[config.mk]
export PLATFORM = sky130hd
export DESIGN_NAME = wall_clock_source_arbiter_core
export DESIGN_NICKNAME = d
export VERILOG_FILES = /design/src/hdl/wcsa_pkg.sv /design/src/hdl/wcsa_in_stage.sv /design/src/hdl/wcsa_engine.sv /design/src/hdl/wall_clock_source_arbiter_core.sv
export SDC_FILE = /design/constraint.sdc
export NUM_CORES = 2
export LEC_CHECK = 0
export BUFFER_PORTS_ARGS = -buffer_cell sky130_fd_sc_hd__buf_2
export CORE_MARGIN = 1.5
export CORE_UTILIZATION = 40
export CTS_CLUSTER_DIAMETER = 40
export DETAILED_ROUTE_END_ITERATION = 8
export SLEW_MARGIN = 20
export SYNTH_ARGS = -nofsm -noshare
export SYNTH_HDL_FRONTEND = slang
export SYNTH_SLANG_ARGS = --single-unit
[constraint.sdc]
create_clock -name i_clk -period 8 [get_ports i_clk]
set_input_delay 1.6 -clock i_clk [delete_from_list [all_inputs] [get_ports i_clk]]
set_output_delay 1.6 -clock i_clk [all_outputs]
set_load 0.05 [all_outputs]
[src/hdl/wcsa_pkg.sv]
// shared types and constants for the wall clock source arbiter
package wcsa_pkg;

    // request codes carried in the low bits of the input tuser
    typedef enum logic [2:0] {
        REQ_RESTART = 3'd0,
        REQ_OFFER   = 3'd1,
        REQ_NOW     = 3'd2,
        REQ_PAST    = 3'd3,
        REQ_TICK    = 3'd4
    } t_req;

    // clock source codes
    localparam logic [1:0] SRC_NONE    = 2'd0;
    localparam logic [1:0] SRC_STALE   = 2'd1;
    localparam logic [1:0] SRC_NETWORK = 2'd2;
    localparam logic [1:0] SRC_PHONE   = 2'd3;

    // stream widths
    localparam int unsigned IN_DATA_W  = 192;
    localparam int unsigned IN_USER_W  = 5;
    localparam int unsigned OUT_DATA_W = 128;
    localparam int unsigned OUT_USER_W = 6;

    // registered input item with the state-independent differences precomputed
    typedef struct packed {
        logic [2:0]  req;
        logic [1:0]  src;
        logic [63:0] tv;
        logic [63:0] up;
        logic [63:0] age;     // uptime - past_uptime
        logic [63:0] offset;  // time_value - uptime, the new anchor offset
    } t_item;

    // handshake between input stage and engine
    typedef struct packed {
        logic valid;
        logic take;
    } t_stage_ctl;

endpackage

[src/hdl/wcsa_in_stage.sv]
// input register stage: captures an item and precomputes its wrapped differences
module wcsa_in_stage (
    input  logic                                 i_clk,
    input  logic                                 i_rst_n,
    input  logic                                 i_s_tvalid,
    output logic                                 o_s_tready,
    input  logic [wcsa_pkg::IN_DATA_W-1:0]       i_s_tdata,
    input  logic [wcsa_pkg::IN_USER_W-1:0]       i_s_tuser,
    input  logic                                 i_take,
    output logic                                 o_valid,
    output wcsa_pkg::t_item                      o_item
);

    logic            r_valid;
    wcsa_pkg::t_item r_item;
    wcsa_pkg::t_item n_item;
    logic            accept;

    // stage frees up when the engine takes its item
    assign o_s_tready = !r_valid || i_take;
    assign accept     = i_s_tvalid && o_s_tready;

    // unpack fields and form the differences
    always_comb begin
        n_item.req    = i_s_tuser[2:0];
        n_item.src    = i_s_tuser[4:3];
        n_item.tv     = i_s_tdata[63:0];
        n_item.up     = i_s_tdata[127:64];
        n_item.age    = i_s_tdata[127:64] - i_s_tdata[191:128];
        n_item.offset = i_s_tdata[63:0] - i_s_tdata[127:64];
    end

    // occupancy flag
    always_ff @(posedge i_clk) begin
        if (!i_rst_n) begin
            r_valid <= 1'b0;
        end else if (accept) begin
            r_valid <= 1'b1;
        end else if (i_take) begin
            r_valid <= 1'b0;
        end
    end

    // item payload
    always_ff @(posedge i_clk) begin
        if (accept) begin
            r_item <= n_item;
        end
    end

    assign o_valid = r_valid;
    assign o_item  = r_item;

endmodule

[src/hdl/wcsa_engine.sv]
// clock state, per-request logic and result register
module wcsa_engine (
    input  logic                                 i_clk,
    input  logic                                 i_rst_n,
    input  logic                                 i_in_valid,
    output logic                                 o_take,
    input  wcsa_pkg::t_item                      i_item,
    input  logic                                 i_cfg_wr,
    input  logic [31:0]                          i_cfg_data,
    output logic                                 o_m_tvalid,
    input  logic                                 i_m_tready,
    output logic [wcsa_pkg::OUT_DATA_W-1:0]      o_m_tdata,
    output logic [wcsa_pkg::OUT_USER_W-1:0]      o_m_tuser
);

    // state: anchor kept as one offset, unix = uptime + offset
    logic [1:0]  r_source;
    logic [63:0] r_offset;
    logic [63:0] r_floor;
    logic [63:0] r_last_persist;
    logic [31:0] r_interval;
    logic        r_out_valid;
    logic [wcsa_pkg::OUT_DATA_W-1:0] r_out_data;
    logic [wcsa_pkg::OUT_USER_W-1:0] r_out_user;

    logic [1:0]  n_source;
    logic [63:0] n_offset;
    logic [63:0] n_floor;
    logic [63:0] n_last_persist;

    logic        take;
    logic        out_free;
    logic [63:0] now_raw;
    logic [63:0] now_val;
    logic        offer_real;
    logic        offer_ok;
    logic        tick_due;
    logic        res_ok;
    logic [63:0] res_time;
    logic        res_swr;
    logic        res_fwr;
    logic [63:0] res_fval;
    logic        res_acq;

    assign out_free = !r_out_valid || i_m_tready;
    assign take     = i_in_valid && out_free;
    assign o_take   = take;

    // current wall time, raised to the floor
    assign now_raw = i_item.up + r_offset;
    assign now_val = (now_raw < r_floor) ? r_floor : now_raw;

    // offer acceptance and tick due check
    assign offer_real = (i_item.src == wcsa_pkg::SRC_NETWORK) ||
                        (i_item.src == wcsa_pkg::SRC_PHONE);
    assign offer_ok   = offer_real && !((r_source == wcsa_pkg::SRC_NETWORK) &&
                                        (i_item.src == wcsa_pkg::SRC_PHONE));
    assign tick_due   = (r_source != wcsa_pkg::SRC_NONE) &&
                        ((i_item.up - r_last_persist) >= {32'd0, r_interval});

    // request decode: next state and result fields
    always_comb begin
        n_source       = r_source;
        n_offset       = r_offset;
        n_floor        = r_floor;
        n_last_persist = r_last_persist;
        res_ok         = 1'b0;
        res_time       = 64'd0;
        res_swr        = 1'b0;
        res_fwr        = 1'b0;
        res_fval       = 64'd0;
        res_acq        = 1'b0;
        unique case (wcsa_pkg::t_req'(i_item.req))
            wcsa_pkg::REQ_RESTART: begin
                n_offset       = i_item.offset;
                n_last_persist = i_item.up;
                n_floor        = i_item.tv;
                n_source       = (i_item.tv != 64'd0) ? wcsa_pkg::SRC_STALE
                                                      : wcsa_pkg::SRC_NONE;
                res_swr        = 1'b1;
            end
            wcsa_pkg::REQ_OFFER: begin
                if (offer_ok) begin
                    res_acq  = !((r_source == wcsa_pkg::SRC_NETWORK) ||
                                 (r_source == wcsa_pkg::SRC_PHONE));
                    n_source = i_item.src;
                    n_offset = i_item.offset;
                    n_floor  = (i_item.tv > r_floor) ? i_item.tv : r_floor;
                    res_ok   = 1'b1;
                    res_swr  = 1'b1;
                    res_fwr  = 1'b1;
                    res_fval = n_floor;
                end
            end
            wcsa_pkg::REQ_NOW: begin
                if (r_source != wcsa_pkg::SRC_NONE) begin
                    res_ok   = 1'b1;
                    res_time = now_val;
                end
            end
            wcsa_pkg::REQ_PAST: begin
                if (r_source != wcsa_pkg::SRC_NONE) begin
                    res_ok   = 1'b1;
                    res_time = (now_val > i_item.age) ? (now_val - i_item.age) : 64'd0;
                end
            end
            wcsa_pkg::REQ_TICK: begin
                if (tick_due) begin
                    n_floor        = now_val;
                    n_last_persist = i_item.up;
                    res_fwr        = 1'b1;
                    res_fval       = now_val;
                end
            end
            default: begin
                // unused request codes leave everything alone
            end
        endcase
    end

    // control state and clock state
    always_ff @(posedge i_clk) begin
        if (!i_rst_n) begin
            r_source       <= wcsa_pkg::SRC_NONE;
            r_offset       <= 64'd0;
            r_floor        <= 64'd0;
            r_last_persist <= 64'd0;
            r_interval     <= 32'd60000;
            r_out_valid    <= 1'b0;
        end else begin
            if (i_cfg_wr) begin
                r_interval <= i_cfg_data;
            end
            if (take) begin
                r_source       <= n_source;
                r_offset       <= n_offset;
                r_floor        <= n_floor;
                r_last_persist <= n_last_persist;
                r_out_valid    <= 1'b1;
            end else if (i_m_tready) begin
                r_out_valid <= 1'b0;
            end
        end
    end

    // result payload
    always_ff @(posedge i_clk) begin
        if (take) begin
            r_out_data <= {res_fval, res_time};
            r_out_user <= {res_acq, res_fwr, res_swr, n_source, res_ok};
        end
    end

    assign o_m_tvalid = r_out_valid;
    assign o_m_tdata  = r_out_data;
    assign o_m_tuser  = r_out_user;

endmodule

[src/hdl/wall_clock_source_arbiter_core.sv]
// top level of the wall clock source arbiter
//
// Keeps a wall clock in unix milliseconds anchored to monotonic uptime and
// arbitrates between network and phone time sources.
// Input channel (s side): one request item per handshake; tuser carries the
// request code and the offered source, tdata the time value, the uptime and
// the past uptime.
// Output channel (m side): exactly one result item per request, in order;
// tuser carries the status flags and current source, tdata the answered time
// and the floor value to persist.
// Config channel: a write sets the persist interval (60000 ms after reset);
// write it only while no request is in flight.
// The input handshake loads the input register, and the engine then loads the
// result register when it is free. Throughput: one item per cycle while the
// receiver is ready; the 64-bit add, compare and subtract path is combinational.
// Reset (synchronous, active low) clears the source to none, the anchor,
// floor and persist uptime to zero, and empties both registers.
// When the receiver stalls, the result register holds its item and the input
// register can still take one more item; after that the input tready drops.
module wall_clock_source_arbiter_core (
    input  logic                                 i_clk,
    input  logic                                 i_rst_n,
    // tdata: time_value[63:0], uptime[127:64], past_uptime[191:128]
    input  logic [wcsa_pkg::IN_DATA_W-1:0]       i_s_tdata,
    // tuser: req_type[2:0], offered_source[4:3]
    input  logic [wcsa_pkg::IN_USER_W-1:0]       i_s_tuser,
    input  logic                                 i_s_tvalid,
    output logic                                 o_s_tready,
    // tdata: time_out[63:0], floor_value[127:64]
    output logic [wcsa_pkg::OUT_DATA_W-1:0]      o_m_tdata,
    // tuser: ok[0], current_source[2:1], source_write[3], floor_write[4],
    //        acquired[5]
    output logic [wcsa_pkg::OUT_USER_W-1:0]      o_m_tuser,
    output logic                                 o_m_tvalid,
    input  logic                                 i_m_tready,
    input  logic                                 i_cfg_valid,
    output logic                                 o_cfg_ready,
    input  logic [31:0]                          i_cfg_data
);

    logic                 stage_valid;
    logic                 take;
    wcsa_pkg::t_item      stage_item;
    wcsa_pkg::t_stage_ctl stage_ctl;

    // config writes are always taken
    assign o_cfg_ready = 1'b1;

    assign stage_ctl.valid = stage_valid;
    assign stage_ctl.take  = take;

    // input register
    wcsa_in_stage u_in (
        .i_clk      (i_clk),
        .i_rst_n    (i_rst_n),
        .i_s_tvalid (i_s_tvalid),
        .o_s_tready (o_s_tready),
        .i_s_tdata  (i_s_tdata),
        .i_s_tuser  (i_s_tuser),
        .i_take     (stage_ctl.take),
        .o_valid    (stage_valid),
        .o_item     (stage_item)
    );

    // state and result register
    wcsa_engine u_eng (
        .i_clk      (i_clk),
        .i_rst_n    (i_rst_n),
        .i_in_valid (stage_ctl.valid),
        .o_take     (take),
        .i_item     (stage_item),
        .i_cfg_wr   (i_cfg_valid),
        .i_cfg_data (i_cfg_data),
        .o_m_tvalid (o_m_tvalid),
        .i_m_tready (i_m_tready),
        .o_m_tdata  (o_m_tdata),
        .o_m_tuser  (o_m_tuser)
    );

endmodule

==> impl_results.md <==
- Syn_area_per_cell: 8.92 µm²
- Primary FF master, synth: edfxtp_1
- First drt pass iteration count: 6
- Port Buffer Count: 369
- WP data arrival: around 8.6 ns
- CP Capture Type: register
- DRC Markers: 0
- Post-DR vias/cell: roughly 5.8
- Ports: ~370
- Leakage: roughly 0.026 µW
- Synth Register Bits: 623
- Kind of critical path: register to register
- CP most frequent cell: a21o_1
- Num Clock Sinks: 623
- Routed Antenna Nets: 0
- Fin nets: approximately 6900
- Worst IR drop on VDD: 0.162 mV
- Period utilization: 1.02
- Core Area: 115000 µm²
- Syn Std Cell Area: ~47000 µm²
- Tot Pwr: 12500 µW
- Total wire length: 180000 µm
- Final GP Congestion: a little under 1
- First-pass GRT wire length: 261000 µm
- Fmax: approximately 120 MHz
- Die area: 118000 µm²
- Failing checks: setup timing
- Post-DP HPWL: between 100000 and 150000 µm
- Slew Limit Fails: 0
- Final Hold Violating Endpoints: 0
- Crit start category: register
- Die H: 344 µm
- Total GRT Usage: 0.291
- Syn Nets: between 5000 and 6000
- Cell Rows: 124
- First-iteration detailed-routing DRC count: 4858
- Post-synth EDFFs: 395
- Initial antenna violation count: 17
- Critical path's slowest cell: edfxtp_1
- CTS Buf Count: 107
- Vias in the first global route: 41900
- Clk pin slew, worst setup/hold paths: 0.05 ns
- Placed standard-cell area: roughly 54000 µm²
- Max Root-Sink Buffers: 3
- Hold WC Path Type: register to register
- Max Cap Viol: 0
- Data required, critical path: 8.43 ns
- CTS tree: done
- Seq/Total Area, Yosys: 0.353
- RSZ-0062 raised after global routing: true
- Largest stage delay on the critical path: 0.42 ns
- Via count: 44800
- Final setup viols: 64
- Area Overhead vs Synth: 28.9%
- Tightest Pin Transition: 1.19 ns
- Max-slew headroom: 0.201
- Synth warn: 0
- Worst-path maximum fanout: 6
- PD cells: 209 nW/µm²
- Root Driver: clkbuf_16
- Initial core utilization: 0.405
- H-Tree Depth: 3
- Period minus WS final: between 8 and 9 ns
- Netlist cell types: between 90 and 100
- GR Overflow Total: 0
- Die W: between 300 and 400 µm
- Layout filler cell count: 10800
- Final setup margin: -0.169 ns
- Layout cells sized above 1: 0.248
- CTS Hold Bufs: 0
- Largest net degree at the start of global routing: roughly 130
- Routed len/inst: 23.1 µm
- Dpl ws: -1.09 ns
- Outcome: finished, violations left
- Clock Skew: 0.0396 ns
- Clk Latency, worst-skew pair: a little over 0.7 ns
- Design area: 59900 µm²
- Fraction of registers with async set/reset: 0
- Post-Syn Instances: 5211
kinds of logic after synthesis:
| kind of cell | Yosys count | synth area share |
|---|---|---|
| muxes | 139 | 0.0303 |
| xor gates and xnor gates | 274 | 0.0516 |
| AOI/OAI and AO/OA | 1769 | 0.250 |
| buffers and inverters | 728 | 0.0614 |
| DFF | 623 | 0.353 |
| and+or+nand+nor | 1197 | 0.123 |
| adders and majority gates | 480 | 0.130 |
| other | 1 | 0.0000806 |
critical path, delay by kind of cell, from the launching register on:
kind,cells,cell delay (ns)
compound gates,26,4.48
xor+xnor,1,0.14
fa+ha+maj,3,0.77
buf+inv,8,1.12
mux,1,0.19
flops,1,0.42
simple gates,5,0.73
cell usage after synthesis, types with 94 or more instances:
library cell | n | area [µm²]
edfxtp_1 | 395 | 11900
mux2i_1 | 124 | 1240
nor2_1 | 295 | 1110
ha_1 | 475 | 5940
a21oi_1 | 565 | 2830
inv_1 | 491 | 1840
clkbuf_1 | 183 | 687
xor2_1 | 94 | 823
o21ai_0 | 214 | 1070
dfxtp_1 | 228 | 4560
a21o_1 | 246 | 1850
nand2_1 | 393 | 1480
xnor2_1 | 180 | 1580
worst paths after layout:
check / endpoint / start / cells after the start / slack (ns)
setup / recovery: u_eng.o_m_tdata[56] / u_in.o_item[142] / 44 / -0.17
hold / removal: u_eng.r_offset[20] / u_eng.r_offset[20] / 2 / 0.46
setup reg to reg: u_eng.o_m_tdata[56] / u_in.o_item[142] / 44 / -0.17
hold reg to reg: u_eng.r_offset[20] / u_eng.r_offset[20] / 2 / 0.46
report_power, final:
part / internal (µW) / leakage [µW] / switching [µW]
clock network: 2880 / 0.00181 / 1810
registers: 3670 / 0.00570 / 148
logic: 1790 / 0.0186 / 2250
total: 8330 / 0.0262 / 4200
area by class of cell:
cell class	instances	area, µm²	area share
Antenna cell	8	20.0	0.000334
Clock buffer	127	2900	0.0484
Clock inverter	77	822	0.0137
Inverter	492	1860	0.0310
Multi-Input combinational cell	3860	28400	0.474
Sequential cell	623	16400	0.274
Tap cell	1512	1890	0.0316
Timing Repair Buffer	1093	7620	0.127
layout by cell type (no fill, tap or decap), drive strengths merged, types with 49 or more instances in the layout:
cell type  instances
dfxtp            228
o21bai            51
nor2             296
a21oi            570
buf             1089
a211oi            71
nand4             91
inv              522
edfxtp           395
o21ai            265
xor2              94
xnor2            180
clkbuf           131
mux2i            124
ha               475
o22ai             91
nor2b             55
nor3              60
nand2            394
o211ai            91
nand3             81
o32ai             49
a21o             246
flip-flops by register name, summed over array words and instances, names as in the netlist:
signal / flops
u_in.o_item: 261
u_eng.o_m_tvalid: 1
u_eng.r_last_persist: 64
u_eng.r_offset: 64
u_eng.r_floor: 64
u_in.o_valid: 1
u_eng.o_m_tuser: 6
u_eng.r_interval: 32
u_eng.o_m_tdata: 128
u_eng.r_source: 2
metrics by stage:
step                TNS, ns  cells  hold WS (ns)   util
finish                -7.41   7792         0.457  0.522
global route         -28.31   7790         0.474  0.522
CTS                   -2.91   7760         0.458  0.514
detailed placement   -57.18   7508         0.451  0.474
global placement     -52.59   7508         0.446  0.474
floorplan                 0   5211         0.440      -
what timing repair did:
item,4_1_cts,5_1_grt
gates resized for setup,119,112
cloned,1,6
pin swaps,77,69
endpoints found under the setup margin,64,64
setup buffers,48,19
routing by layer:
metal / vias up / GRT usage / part of all wire
li1: 21200 / - / -
met5: - / 0 / 0.00060
met3: 305 / 0.0569 / 0.091
met4: 16 / 0.106 / 0.038
met2: 1922 / 0.407 / 0.40
met1: 21300 / 0.438 / 0.47
Power figures use the tool's default switching activity.
